--- src/design/warped_allpole_synth_filter_core_defines.svh ---
// Assertion macros for the warped all-pole synthesis filter core.
// Expects signals named clock and reset in the including scope.
`ifndef WARPED_ALLPOLE_SYNTH_FILTER_CORE_DEFINES_SVH
`define WARPED_ALLPOLE_SYNTH_FILTER_CORE_DEFINES_SVH

// Condition holds at every edge outside reset.
`define WASF_ASSERT_HOLDS(lbl, cond) \
   lbl: assert property (@(posedge clock) disable iff (reset) (cond)) \
      else $error("wasf: invariant broken");

// Antecedent implies consequent in the same cycle.
`define WASF_ASSERT_IMPLIES(lbl, pre, post) \
   lbl: assert property (@(posedge clock) disable iff (reset) (pre) |-> (post)) \
      else $error("wasf: implication broken");

`endif

--- src/design/wasf_pkg.sv ---
// Shared types, constants and arithmetic helpers for the warped all-pole filter.
// No dependencies.
package wasf_pkg;

   localparam int MAX_POLES = 64;
   localparam int IDX_W     = 6;
   localparam int FRAC_BITS = 24;
   localparam int DATA_W    = 32;
   localparam int OPND_W    = 33;
   localparam int PROD_W    = 2 * OPND_W;
   localparam int RND_W     = PROD_W - FRAC_BITS;
   localparam int ACC_W     = 50;
   localparam int DEN_W     = RND_W + 1;
   localparam int NUM_W     = 2 * FRAC_BITS + 1;
   localparam int WARP_W    = 25;
   localparam int PCNT_W    = 7;

   localparam logic [1:0] CMD_LOAD    = 2'd0;
   localparam logic [1:0] CMD_PREPARE = 2'd1;
   localparam logic [1:0] CMD_SAMPLE  = 2'd2;
   localparam logic [1:0] CMD_CLEAR   = 2'd3;

   localparam logic KIND_SAMPLE = 1'b0;
   localparam logic KIND_GAIN   = 1'b1;

   localparam logic signed [ACC_W-1:0] ONE_Q  = ACC_W'(1) <<< FRAC_BITS;
   localparam logic signed [PROD_W-1:0] HALF_Q = PROD_W'(1) <<< (FRAC_BITS - 1);
   localparam logic [NUM_W-1:0] GAIN_NUM = NUM_W'(1) << (2 * FRAC_BITS);

   typedef struct packed {
      logic [1:0]               cmd;
      logic [IDX_W-1:0]         coef_index;
      logic signed [DATA_W-1:0] data_value;
   } req_word_type;

   typedef struct packed {
      logic                     out_kind;
      logic signed [DATA_W-1:0] out_value;
      logic                     saturated;
   } rsp_word_type;

   typedef struct packed {
      logic [1:0]               op;
      logic                     emits;
      logic [IDX_W-1:0]         idx;
      logic signed [DATA_W-1:0] value;
   } op_type;

   typedef struct packed {
      logic       avail;
      logic [1:0] count;
   } queue_stat_type;

   typedef struct packed {
      logic pop;
      logic busy;
   } back_stat_type;

   typedef struct packed {
      logic                     sat;
      logic signed [DATA_W-1:0] val;
   } clip_type;

   function automatic clip_type clip32(input logic signed [ACC_W-1:0] v);
      clip_type r;
      if (v > ACC_W'(32'sh7FFFFFFF)) begin
         r.sat = 1'b1;
         r.val = 32'sh7FFFFFFF;
      end else if (v < -ACC_W'(64'sh80000000)) begin
         r.sat = 1'b1;
         r.val = 32'sh80000000;
      end else begin
         r.sat = 1'b0;
         r.val = v[DATA_W-1:0];
      end
      return r;
   endfunction

   // Round a full product to FRAC_BITS: add half, floor shift.
   function automatic logic signed [RND_W-1:0] round_q(input logic signed [PROD_W-1:0] p);
      logic signed [PROD_W-1:0] s;
      s = p + HALF_Q;
      return signed'(s[PROD_W-1:FRAC_BITS]);
   endfunction

endpackage

--- src/design/wasf_front.sv ---
// Front end: accepts request words, classifies them, queues them for the engine.
// Depends on wasf_pkg.
module wasf_front import wasf_pkg::*; (
   input  logic           clock,
   input  logic           reset,
   input  logic           req_valid,
   output logic           req_stall,
   input  req_word_type   req_word,
   input  logic           pop,
   output op_type         head,
   output queue_stat_type stat
);

   op_type     q_mem_ff [2];
   logic       wr_ptr_ff, wr_ptr_in;
   logic       rd_ptr_ff, rd_ptr_in;
   logic [1:0] count_ff, count_in;
   logic       push;
   op_type     cls;

   always_comb begin
      cls.op    = req_word.cmd;
      cls.emits = (req_word.cmd == CMD_PREPARE) || (req_word.cmd == CMD_SAMPLE);
      cls.idx   = req_word.coef_index;
      cls.value = req_word.data_value;
   end

   assign req_stall  = (count_ff == 2'd2);
   assign push       = req_valid && !req_stall;
   assign head       = q_mem_ff[rd_ptr_ff];
   assign stat.avail = (count_ff != 2'd0);
   assign stat.count = count_ff;

   always_comb begin
      wr_ptr_in = push ? !wr_ptr_ff : wr_ptr_ff;
      rd_ptr_in = pop  ? !rd_ptr_ff : rd_ptr_ff;
      count_in  = count_ff + 2'(push) - 2'(pop);
   end

   always_ff @(posedge clock) begin
      if (push) begin
         q_mem_ff[wr_ptr_ff] <= cls;
      end
   end

   always_ff @(posedge clock) begin
      if (reset) begin
         wr_ptr_ff <= 1'b0;
         rd_ptr_ff <= 1'b0;
         count_ff  <= 2'd0;
      end else begin
         wr_ptr_ff <= wr_ptr_in;
         rd_ptr_ff <= rd_ptr_in;
         count_ff  <= count_in;
      end
   end

endmodule

--- config.mk ---
export PLATFORM = sky130hd
export DESIGN_NAME = wasf_front
export DESIGN_NICKNAME = d
export VERILOG_FILES = /design/src/design/warped_allpole_synth_filter_core_defines.svh /design/src/design/wasf_pkg.sv /design/src/design/wasf_front.sv
export SDC_FILE = /design/constraint.sdc
export NUM_CORES = 1
export LEC_CHECK = 0
export ABC_CLOCK_PERIOD_IN_PS = 3600
export BUFFER_PORTS_ARGS = -buffer_cell sky130_fd_sc_hd__buf_2
export CORE_MARGIN = 4
export CORE_UTILIZATION = 30
export CTS_CLUSTER_SIZE = 10
export DETAILED_ROUTE_END_ITERATION = 10
export SYNTH_ARGS = -nofsm -noshare
export SYNTH_HDL_FRONTEND = slang
export SYNTH_SLANG_ARGS = --single-unit
--- constraint.sdc ---
create_clock -name clock -period 3.6 [get_ports clock]
set_input_delay 0.54 -clock clock [delete_from_list [all_inputs] [get_ports clock]]
set_output_delay 0.54 -clock clock [all_outputs]
set_load 0.01 [all_outputs]
==> flow_metrics.py <==
metrics = {
    "run_status": {
        "outcome": "finished, final reports clean",
    },
    "finish": {
        "area_growth_pct": 23.74,
        "final_nets": 294,
        "mostFrequentLayoutCells": "88 x buf_2, 82 x edfxtp_1, 38 x mux2_2, 11 x clkbuf_8, 4 x dfxtp_1",
        "drive_gt1_share_pct": 58.10,
        "layout_commonest_cell": "buf_2",
        "n_fill_cell": 988,
        "fin_util_pct": 38.30,
        "fin_area_sq_mm": 0.003971,
        "multiInputGateArea_sq_um": 581.8,
        "diodes": 0,
        "seq_area_sq_mm": 0.002564,
    },
    "clock_network": {
        "cts.clk_slew.worst_paths_ns": 0.09,
        "cts.hold.buffers_added": 0,
        "insertion_delay_ns": 0.34,
        "clockBufferDepth": 2,
        "cts_tree": "yes",
        "cts_setup_buffers": 0,
        "cts_htree_levels": 3,
        "cts.sinks": 87,
        "cts_root_buf": "clkbuf_8",
        "cts_buffers": 9,
        "cts-resized-gates": 0,
    },
    "power_and_ir_drop": {
        "peakVddDrop_mv": 0.4597,
        "p_total_mw": 2.394,
        "power.static_leakage_nw": 1.497,
        "powerDensity_mw_per_mm2": 602.7,
    },
    "global_routing": {
        "antenna_found_initial": 0,
        "grt_use_total_pct": 9.227,
        "grt_max_degree": 42,
        "grt_pass1_wl_um": 8700,
        "grt_pass1_vias": 1736,
        "globalRoute.totalOverflow": 0,
    },
    "sta": {
        "tightestPinTransition_ns": 1.033,
        "clock_skew_ns": 0.008930,
        "setup_tns_ns": 0,
        "maxSlewViolCount": 0,
        "layout_min_cycle_time_ns": 2.463,
        "setup_viol": 0,
        "hold_ws_ns": 0.3725,
        "relSlewSlack_pct": 31.15,
        "fmax_mhz": 406.0,
        "hold_viol_final": 0,
        "rsz0062_at_grt": "false",
        "post-route-period-util_pct": 68.42,
    },
    "flow_run": {
        "maxCapViolations": 0,
    },
    "synth": {
        "syn_nets": 200,
        "ys_ff_latch": 87,
        "synth_seq_area_share_pct": 79.84,
        "yosysUniqueCellTypes": 20,
        "netlist_instances": 154,
        "yosysWarnings": 0,
        "synth_area_sq_mm": 0.003209,
        "syn_avg_cell_area_sq_um": 20.84,
    },
    "placement": {
        "placed_area_sq_mm": 0.003771,
        "dp_hpwl_um": 3320,
        "port_buffers": 88,
        "place.gp.congestion": 0.6339,
    },
    "detailed_routing": {
        "via_count": 1591,
        "drc": 0,
        "routed_wl_um": 5405,
        "dr.pass1.iters": 4,
        "routedWlPerCell_um": 13.89,
        "drt_iter0_markers": 36,
        "ant_nets": 0,
        "vias_per_cell": 4.090,
    },
    "worst_setup_path": {
        "critPathLaunchType": "register",
        "timing.rr.end": "q_mem_ff[0][28]",
        "r2r_cells": 4,
        "cp.arrival_ns": 1.92,
        "reg2reg_slack_ns": 1.63,
        "r2r_start": "count_ff[0]",
        "worstPathMaxFanout": 41,
        "crit_required_ns": 3.06,
        "crit_end": "head[38]",
        "worstSetupEndpointType": "output pin",
        "critPathKind": "reg2out",
    },
    "floorplanning": {
        "die_h_um": 111.4,
        "die_w_um": 111.4,
        "rows": 37,
        "dieArea_sq_mm": 0.01242,
        "initial_core_util_pct": 30.95,
        "num_io_pins": 89,
        "fp.coreArea_sq_mm": 0.01037,
    },
    "min_path": {
        "worstHoldPathType": "in2reg",
    },
}
cells by family (layout without fill, tap and decap cells):
| group | Yosys count | after routing | share of synthesized area (%) |
|---|---|---|---|
| adder cells (fa/ha/maj) | 2 | 2 | 0.7796 |
| flip-flops | 87 | 87 | 79.84 |
| AO/OA/AOI/OAI | 2 | 2 | 0.3116 |
| XOR/XNOR | 4 | 4 | 1.092 |
| AND/OR/NAND/NOR | 9 | 9 | 1.560 |
| buffers and inverters | 9 | 108 | 2.027 |
| multiplexers | 41 | 41 | 14.39 |
layer usage:
layer	up-vias	part of all wire, %	GRT usage (%)
li1	778	-	-
met1	755	41	10.85
met2	49	50	14.84
met3	9	7.0	3.641
met4	0	1.5	4.380
met5	-	0	0
where the power goes:
part / total [mW] / switching [mW] / internal, mW / leakage, nW
logic: 0.399 / 0.215 / 0.184 / 0.585
clock network: 0.676 / 0.321 / 0.356 / 0.106
registers: 1.32 / 0.0500 / 1.27 / 0.806
total: 2.39 / 0.586 / 1.81 / 1.50
state kept, by name, indices dropped and copies added, names as in the netlist, named ones only:
| signal | flops |
|---|---|
| count_ff | 2 |
| q_mem_ff | 82 |
| wr_ptr_ff | 1 |
| rd_ptr_ff | 1 |
layout make-up:
cell class                      instances  area share (%)
Clock inverter                          4           1.134
Sequential cell                        87           64.56
Clock buffer                           12           3.907
Multi-Input combinational cell         58           14.65
Tap cell                              136           4.285
Inverter                                4          0.3781
Timing Repair Buffer                   88           11.09
how the worst min path moves through the flow:
stage	end	cells past startpoint	start
floorplan	wr_ptr_ff	2	wr_ptr_ff
global placement	wr_ptr_ff	2	wr_ptr_ff
detailed placement	wr_ptr_ff	2	wr_ptr_ff
CTS	q_mem_ff[0][32]	1	req_word[32]
global route	q_mem_ff[1][0]	1	req_word[0]
finish	q_mem_ff[0][32]	1	req_word[32]
cell usage after synthesis (all sizes together):
master | n | area share [%]
nand2b | 1 | 0.27
and3 | 1 | 0.23
o21ai | 1 | 0.16
edfxtp | 82 | 77
or3 | 1 | 0.20
or2 | 1 | 0.20
a21oi | 1 | 0.16
nand2 | 1 | 0.12
buf | 5 | 1.6
ha | 2 | 0.78
mux2 | 41 | 14
inv | 4 | 0.47
xor2 | 2 | 0.55
nor2b | 1 | 0.20
dfxtp | 5 | 3.1
xnor2 | 2 | 0.55
nor2 | 3 | 0.35
through the flow:
step / std cells / setup WS (ns)
4_1_cts: 389 / 1.010
3_3_place_gp: 373 / 1.398
3_5_place_dp: 373 / 1.410
6_report: 389 / 1.137
2_1_floorplan: 154 / 1.462
5_1_grt: 389 / 0.9339
worst max-delay path: stages, from the launching register on:
cell	delay, ns
dfxtp_2	0.99
mux2_2	0.43
buf_2	0.14
No activity file was read; power rests on OpenSTA's default activity.
